$ cat src/awg_pkg.sv
`timescale 1ns / 1ps

package awg_pkg;

   // Field widths of the request, response and configuration ports, and of internal datapath values.
   localparam int unsigned REQ_W        = 2;
   localparam int unsigned HN_W         = 9;
   localparam int unsigned AMP_W        = 16;
   localparam int unsigned IDX_W        = 10;
   localparam int unsigned SAMPLE_W     = 16;
   localparam int unsigned PEAK_OUT_W   = 38;
   localparam int unsigned PEAK_W       = 39;
   localparam int unsigned RAW_W        = 40;
   localparam int unsigned STATUS_W     = 2;
   localparam int unsigned PHASE_W      = 16;
   localparam int unsigned PROD_W       = 32;

   // Default sizes handed to the top level parameters.
   localparam int unsigned TABLE_SIZE_DEFAULT    = 1024;
   localparam int unsigned MAX_HARMONICS_DEFAULT = 256;

   // Polynomial sine coefficients, all Q2.14.
   localparam int unsigned SIN_A = 25736;
   localparam int unsigned SIN_B = 10512;
   localparam int unsigned SIN_C = 1160;
   localparam int unsigned QUARTER = 16384;

   // Quotient bits produced by the normalizing divider.
   localparam int unsigned DIV_STEPS = 15;

   typedef enum logic [REQ_W-1:0] {
      REQ_LOAD = 2'd0,
      REQ_GEN  = 2'd1,
      REQ_READ = 2'd2,
      REQ_NOP  = 2'd3
   } req_kind_type;

   typedef enum logic [STATUS_W-1:0] {
      ST_OK        = 2'd0,
      ST_PEAK_ZERO = 2'd1,
      ST_RANGE     = 2'd2,
      ST_UNUSED    = 2'd3
   } status_code_type;

   typedef struct packed {
      logic capture;
      logic load_we;
      logic gen_init;
      logic gen_issue;
      logic rd_mod_step;
      logic rd_fetch;
      logic div_init;
      logic div_step;
      logic respond;
   } ctrl_cmd_type;

   typedef struct packed {
      logic issue_last;
      logic pipe_empty;
      logic idx_in_range;
      logic div_done;
   } dp_stat_type;

endpackage

$ cat src/awg_ctrl.sv
`timescale 1ns / 1ps

module awg_ctrl (
   input  logic                        clock,
   input  logic                        reset,
   input  logic                        start,
   input  logic [awg_pkg::REQ_W-1:0]   req_type,
   input  awg_pkg::dp_stat_type        stat,
   output logic                        busy,
   output awg_pkg::ctrl_cmd_type       cmd
);
   import awg_pkg::*;

   typedef enum logic [8:0] {
      S_IDLE      = 9'b000000001,
      S_LOAD      = 9'b000000010,
      S_GEN_INIT  = 9'b000000100,
      S_GEN_RUN   = 9'b000001000,
      S_GEN_DRAIN = 9'b000010000,
      S_RD_MOD    = 9'b000100000,
      S_RD_PREP   = 9'b001000000,
      S_RD_DIV    = 9'b010000000,
      S_RESP      = 9'b100000000
   } ctrl_state_type;

   ctrl_state_type state_ff, state_in;

   assign busy = (state_ff != S_IDLE);

   always_comb begin
      state_in = state_ff;
      cmd      = '0;
      unique case (state_ff)
         S_IDLE: begin
            if (start) begin
               cmd.capture = 1'b1;
               unique case (req_kind_type'(req_type))
                  REQ_LOAD: state_in = S_LOAD;
                  REQ_GEN:  state_in = S_GEN_INIT;
                  REQ_READ: state_in = S_RD_MOD;
                  default:  state_in = S_RESP;
               endcase
            end
         end
         S_LOAD: begin
            cmd.load_we = 1'b1;
            state_in    = S_RESP;
         end
         S_GEN_INIT: begin
            cmd.gen_init = 1'b1;
            state_in     = S_GEN_RUN;
         end
         S_GEN_RUN: begin
            cmd.gen_issue = 1'b1;
            if (stat.issue_last) begin
               state_in = S_GEN_DRAIN;
            end
         end
         S_GEN_DRAIN: begin
            if (stat.pipe_empty) begin
               state_in = S_RESP;
            end
         end
         S_RD_MOD: begin
            if (stat.idx_in_range) begin
               cmd.rd_fetch = 1'b1;
               state_in     = S_RD_PREP;
            end else begin
               cmd.rd_mod_step = 1'b1;
            end
         end
         S_RD_PREP: begin
            cmd.div_init = 1'b1;
            state_in     = S_RD_DIV;
         end
         S_RD_DIV: begin
            if (stat.div_done) begin
               state_in = S_RESP;
            end else begin
               cmd.div_step = 1'b1;
            end
         end
         S_RESP: begin
            cmd.respond = 1'b1;
            state_in    = S_IDLE;
         end
         default: state_in = S_IDLE;
      endcase
   end

   always_ff @(posedge clock) begin
      if (reset) begin
         state_ff <= S_IDLE;
      end else begin
         state_ff <= state_in;
      end
   end

endmodule

$ cat config.mk
export PLATFORM = sky130hd
export DESIGN_NAME = awg_ctrl
export DESIGN_NICKNAME = d
export VERILOG_FILES = /design/src/awg_pkg.sv /design/src/awg_ctrl.sv
export SDC_FILE = /design/constraint.sdc
export NUM_CORES = 1
export LEC_CHECK = 0
export ABC_AREA = 1
export BUFFER_PORTS_ARGS = -buffer_cell sky130_fd_sc_hd__buf_4
export CAP_MARGIN = 20
export CORE_MARGIN = 3
export CORE_UTILIZATION = 23
export CTS_BUF_LIST = sky130_fd_sc_hd__clkbuf_8
export DETAILED_ROUTE_END_ITERATION = 6
export PLACE_DENSITY = 0.45
export SYNTH_ARGS = -nofsm -noshare
export SYNTH_HDL_FRONTEND = slang
export SYNTH_SLANG_ARGS = --single-unit
$ cat constraint.sdc
create_clock -name clock -period 3.25 [get_ports clock]
set_input_delay 0.1625 -clock clock [delete_from_list [all_inputs] [get_ports clock]]
set_output_delay 0.1625 -clock clock [all_outputs]
set_load 0.02 [all_outputs]
==> run summary, run 1 <==
Worst Clk Skew - 2.40 ps
Commonest non-fill, non-tap cell in the layout - inv_1
Reg with most FFs - state_ff
HP Start - req_type[0]
Boundary Pins - 19
Avg WL per Cell - 10.3 um
CTS resizes - 0
Post-detailed-route count of antenna-violating nets - 0
Ant diodes - 0
Mapped Cells - 106
Post-Syn Area - 674 um2
TritonCTS Buffers - 3
Critical Path Sink Type - primary output
Largest net degree at the start of global routing - 7
Slew of the pin with the lowest slew margin - 252 ps
Final hold vios - 0
Total global routing overflow - 0
Fmax - 626 MHz
Setup CP Type - flop to primary output
Die area - 0.00362 mm2
Vias/cell - 4.22
Largest register FFs - 9
Worst reg2reg path startpoint - state_ff[4]
Placed cells - 155
CP Max Fanout - 5
Net Sw Power - 0.000306 W
Post-synthesis sequential area ratio - 0.267
RSZ-0062 raised after global routing - false
Horiz. Die Dim - 60.2 um
Clk pwr share - 0.187
Mapped Avg Cell Area - 6.36 um2
DRT Wirelength - 1640 um
Internal - 0.000355 W
Max-Cap Viols - 0
Post-route setup TNS - 0 ps
Number of I/O port buffers - 18
#FFs+latches synth - 9
Layout cells sized above 1 - 0.297
Die outline height - 60.2 um
Number of global-route vias before repair - 667
Row count - 19
Cell Pwr Density - 740 mW/mm2
Finish-stage setup viols - 0
Initial detailed-routing violation count - 25
Net count, final - 138
Fin cells - 159
Clock edge transition at the registers on the reported setup and hold paths - 40 ps
Residual DRC - 0
Unique masters post-synth - 17
Area leader, netlist - dfxtp_1
Worst vdd ir - 0.378 mV
HP Class - input pin to flop
Clk sinks - 9
Final Max Tran Viols - 0
Syn. warnings - 0
GRT Total Usage - 0.112
Clock Latency Late Sink - 230 ps
CTS Root Cell - clkbuf_8
Final min period - 1600 ps
Cells taking the most area after synthesis - dfxtp_1 (27%), inv_1 (15%), nor2_4 (10%), nand2_1 (8.9%), nor2_1 (7.8%)
WP data arrival - 1430 ps
CP peak stage delay - 320 ps
Core ar. - 0.00278 mm2
Final GP Congestion - 0.782
Drt pass-1 iters - 4
Reg2Reg Setup Slack - 1820 ps
WP buf/inv - 4
Top Registers - state_ff: 9 flops
Detail Placement HPWL - 1420 um
Post-CTS Setup Repair Bufs - 0
Synthesized Nets - 115
Initial antenna violation count - 0
Crit-path cells - nor2_1 -> inv_1 -> nor2_4 -> inv_2 -> nor2_4 -> inv_2 -> nor2_4 -> buf_4
Top cell by count, worst path - nor2_4
DR vias - 671
Worst EP required - 3090 ps
CTS H-Tree Depth - 1
Normalized max-slew margin - 0.830
Critical-path top delay cell - dfxtp_1
Outcome - finished, final reports clean
Max clock buf depth - 2
Period utilization - 0.491
Critical Path Source - state_ff[4]
Area added between synthesis and finish - 32.5%
CTS tree - built
CTS Hold Bufs - 0
Leakage power - 0.505 nW
Worst path top cell family by delay - simple AND/OR/NAND/NOR gates
Top cell type's share of synthesized area - 0.267
Initial Util - 0.242
First-pass GRT wire length - 2950 um
Most frequent cells in the layout - inv_1 (28), buf_4 (18), nand2_1 (16)
CP Launch Type - flop
Switching part of the total - 0.463
Comb pwr share - 0.568
Register share of total power - 0.245
[layout make-up]
| cell class | count | area, um2 |
|---|---|---|
| Sequential cell | 9 | 180 |
| Multi-Input combinational cell | 66 | 378 |
| Clock buffer | 3 | 41.3 |
| Fill cell | 304 | 1890 |
| Tap cell | 31 | 38.8 |
| Timing Repair Buffer | 18 | 135 |
| Clock inverter | 1 | 3.75 |
| Inverter | 31 | 116 |
[cell usage after synthesis]
library cell / n
a21oi_1: 2
and3_1: 1
dfxtp_1: 9
inv_1: 27
inv_2: 4
nand2_1: 16
nand2_2: 1
nand2_4: 2
nand3_1: 10
nand3_2: 1
nand4_1: 5
nand4_4: 1
nor2_1: 14
nor2_2: 2
nor2_4: 6
nor3_1: 3
nor4_1: 2
[stage by stage]
| step | hold WS, ps | power, W | util | worst slack, ps | area (um2) |
|---|---|---|---|---|---|
| 2_1_floorplan | 232 | 0.000449 | - | 1970 | 674 |
| 3_3_place_gp | 348 | 0.000543 | 0.305 | 1790 | 848 |
| 3_5_place_dp | 357 | 0.000542 | 0.305 | 1840 | 848 |
| 4_1_cts | 113 | 0.000671 | 0.321 | 1650 | 893 |
| 5_1_grt | 114 | 0.000727 | 0.321 | 1490 | 893 |
| 6_report | 117 | 0.000661 | 0.321 | 1650 | 893 |
[metal layers]
| layer | share of wire | global-route usage | up-vias |
|---|---|---|---|
| li1 | - | - | 371 |
| met1 | 0.51 | 0.148 | 279 |
| met2 | 0.40 | 0.162 | 17 |
| met3 | 0.059 | 0.0238 | 4 |
| met4 | 0.024 | 0.0759 | 0 |
| met5 | 0 | 0 | - |
[worst reg2reg max path, stage by stage, from the launching register on]
cell and delay, ps:
dfxtp_1 320, nor2_1 130, inv_1 90, nor2_4 140, inv_2 70, nor2_4 140
nand2_1 170, nand2_2 140, nand2_1 50, nand2_1 50, nor2_1 40
[power groups by stage]
stage | Sequential, W | Combinational, W | Clock (W)
final | 0.000162 | 0.000376 | 0.000124
after CTS | 0.000162 | 0.000380 | 0.000129
after global routing | 0.000165 | 0.000426 | 0.000136
after floorplan | 0.000158 | 0.000291 | 0
after global placement | 0.000163 | 0.000380 | 0
after detailed placement | 0.000164 | 0.000378 | 0
[cell families (layout without fill, tap and decap cells)]
kind of cell	count (synthesis)	after routing	synth area share
AO/OA/AOI/OAI	2	2	0.0148
AND/OR/NAND/NOR	64	64	0.545
buffers and inverters	31	53	0.173
flip-flops	9	9	0.267
[final timing paths]
path	to	depth (start not counted)
setup / recovery	cmd[8]	8
hold / removal	state_ff[1]	2
setup reg to reg	state_ff[4]	10
hold reg to reg	state_ff[7]	2
(Power assumes the default switching activity.)
==> inputs of run 2 (changes only) <==
Settings changed: ABC_AREA 1 to 0, PLACE_DENSITY 0.45 to 0.46.
Clock period 3.25 ns to 1.4 ns, I/O delays scaled along.
==> run summary, run 2 <==
Fmax - 597 MHz
Clk sinks - 9 (unchanged)
Post-detailed-route count of antenna-violating nets - 0 (unchanged)
Die area - 0.00358 mm2 (-1.2%)
Horiz. Die Dim - 59.8 um (-0.59%)
Leakage power - 0.663 nW (+31%)
Clock Latency Late Sink - 240 ps (about the same)
Vias/cell - 5.05 (+20%)
Normalized max-slew margin - 0.808 (-0.0222)
Worst EP required - 1330 ps (-1760 ps)
Most frequent cells in the layout - buf_4 (36), buf_6 (28), nor3_4 (5), dfxtp_2 (5)
Top Registers - state_ff: 9 flops
CTS H-Tree Depth - 1 (unchanged)
GRT Total Usage - 0.155 (+0.0430)
Area added between synthesis and finish - 136%
Drt pass-1 iters - 4 (unchanged)
Final GP Congestion - 0.801 (+2.5%)
Count leader, synth - dfxtp_1
Post-route setup TNS - -3210 ps (-3210 ps)
Period utilization - 1.20
RSZ-0062 raised after global routing - true
Placed cells - 144 (-7.1%)
Slew of the pin with the lowest slew margin - 285 ps (+33.2 ps)
Detail Placement HPWL - 1600 um (+13%)
Commonest cells in the netlist - dfxtp_1 (9), nor3_1 (6), inv_1 (4), nand2_1 (4), nor2_1 (4)
TritonCTS Buffers - 3 (unchanged)
Final hold vios - 0 (unchanged)
Number of I/O port buffers - 18 (unchanged)
Setup ws final - -276 ps (-1930 ps)
Residual DRC - 0 (unchanged)
Final min period - 1680 ps
Worst Clk Skew - 5.68 ps (+3.28 ps)
HP Start - req_type[1]
Commonest non-fill, non-tap cell in the layout - buf_4
Fillers - 231 (-24%)
Cells taking the most area after synthesis - dfxtp_1 (27%), buf_6 (5.1%), nor3_1 (4.5%), or4b_1 (4.5%), or3_4 (3.4%)
Largest register FFs - 9 (unchanged)
Ant diodes - 0 (unchanged)
Max-Cap Viols - 0 (unchanged)
CTS Root Cell - clkbuf_8
HP Class - input pin to flop
CTS tree - built
Post-layout utilization of the core - 0.602 (+0.280)
Critical Path Sink Type - primary output
Area leader, netlist - dfxtp_1
Failing checks - setup timing
Ys async rst share - 0 (unchanged)
Max clock buf depth - 2 (unchanged)
Total global routing overflow - 0 (unchanged)
EDFF count, synth - 0 (unchanged)
Mapped Cells - 76 (-28%)
CP Launch Type - flop
Fin cells - 169 (+6.3%)
Synthesized Nets - 85 (-26%)
Hold EP - state_ff[1]
Finish-stage setup viols - 19 (+19)
Mapped Avg Cell Area - 8.76 um2 (+38%)
Register Area - 201 um2 (+12%)
DRT Wirelength - 2730 um (+67%)
Initial detailed-routing violation count - 7 (-72%)
Row count - 18 (-1)
Post-synthesis sequential area ratio - 0.271 (+0.00352)
Area after DPL - 996 um2 (+17%)
Dominant synthesized flop cell - dfxtp_1
Worst reg2reg path startpoint - state_ff[8]
Reg2Reg Setup Slack - -270 ps (-2090 ps)
Outcome - finished with violations
Hold path depth - 2 (unchanged)
Final Max Tran Viols - 0 (unchanged)
Cell Pwr Density - 667 mW/mm2 (-9.9%)
Boundary Pins - 19 (unchanged)
DR vias - 854 (+27%)
CP Max Fanout - 4 (-1)
Core ar. - 0.00261 mm2 (-6.1%)
Number of global-route vias before repair - 812 (+22%)
Post-Syn Area - 666 um2 (-1.3%)
Syn. warnings - 0 (unchanged)
Setup CP Type - flop to primary output
Top cell type's share of synthesized area - 0.271 (+0.00352)
Clock edge transition at the registers on the reported setup and hold paths - 60 ps (+20 ps)
Unique masters post-synth - 39 (+22)
Worst vdd ir - 0.703 mV (+86%)
Reg with most FFs - state_ff
Reg-to-Reg End - state_ff[4]
Layout cells sized above 1 - 0.827 (+0.530)
WP data arrival - 1610 ps (+180 ps)
R2R depth - 4 (-6)
Die outline height - 59.8 um (-0.59%)
Hold slack - 42.8 ps (-73.9 ps)
Largest net degree at the start of global routing - 10 (+3)
Initial Util - 0.255 (+0.0123)
First-pass GRT wire length - 4000 um (+36%)
Initial antenna violation count - 0 (unchanged)
#FFs+latches synth - 9 (unchanged)
Net count, final - 149 (+8.0%)
Multi-input logic area - 676 um2 (+79%)
Post-route cell area - 0.00157 mm2 (+76%)
Avg WL per Cell - 16.2 um (+57%)
-- run 2: metal layers --
layer	up-vias	track usage	wire (um)
met5	-	0	0
met1	412	0.181	1100
met3	6	0.0475	99
met4	0	0.0380	44
met2	17	0.275	1490
li1	419	-	-
-- run 2: cells by family after synthesis --
logic type,count (synthesis),share of synthesized area
xor+xnor,2,0.0263
simple gates,40,0.427
buf+inv,10,0.0958
flops,9,0.271
compound gates,15,0.180
-- run 2: cell type report --
class	count	share of cell area
Sequential cell	9	0.128
Clock inverter	1	0.00318
Inverter	4	0.00955
Clock buffer	3	0.0263
Timing Repair Buffer	65	0.379
Multi-Input combinational cell	57	0.430
Tap cell	30	0.0239
-- run 2: repair_timing --
action,CTS,global route
endpoints found under the hold margin,1,0
resized for setup,64,24
endpoints found under the setup margin,19,19
pin swaps,18,16
hold buffers,1,0
setup buffers,12,8
-- run 2: worst max-delay path by stage --
stage | startpoint | end | depth (start not counted)
3_5_place_dp | state_ff[1] | state_ff[4] | 4
4_1_cts | state_ff[8] | state_ff[4] | 4
3_3_place_gp | state_ff[1] | state_ff[4] | 4
5_1_grt | state_ff[3] | state_ff[4] | 6
6_report | state_ff[3] | cmd[2] | 5
2_1_floorplan | state_ff[4] | state_ff[4] | 5
-- run 2: worst max-delay path, cell delays in order, from the launching register on --
cell and delay (ps):
dfxtp_2 340, buf_6 110, or3_4 360, nor3_4 190, and3b_2 240, buf_6 120
-- run 2: power breakdown --
group	switching, W	internal, W	total [W]
Clock	0.000130	0.000196	0.000326
Sequential	0.0000137	0.000261	0.000275
Combinational	0.000200	0.000246	0.000446
Total	0.000344	0.000704	0.00105
-- run 2: through the flow --
step           total power (W)  worst slack (ps)
4_1_cts               0.000987              -265
3_5_place_dp          0.000528              -296
3_3_place_gp          0.000526              -236
2_1_floorplan         0.000411              -415
5_1_grt                0.00111              -338
6_report               0.00105              -276
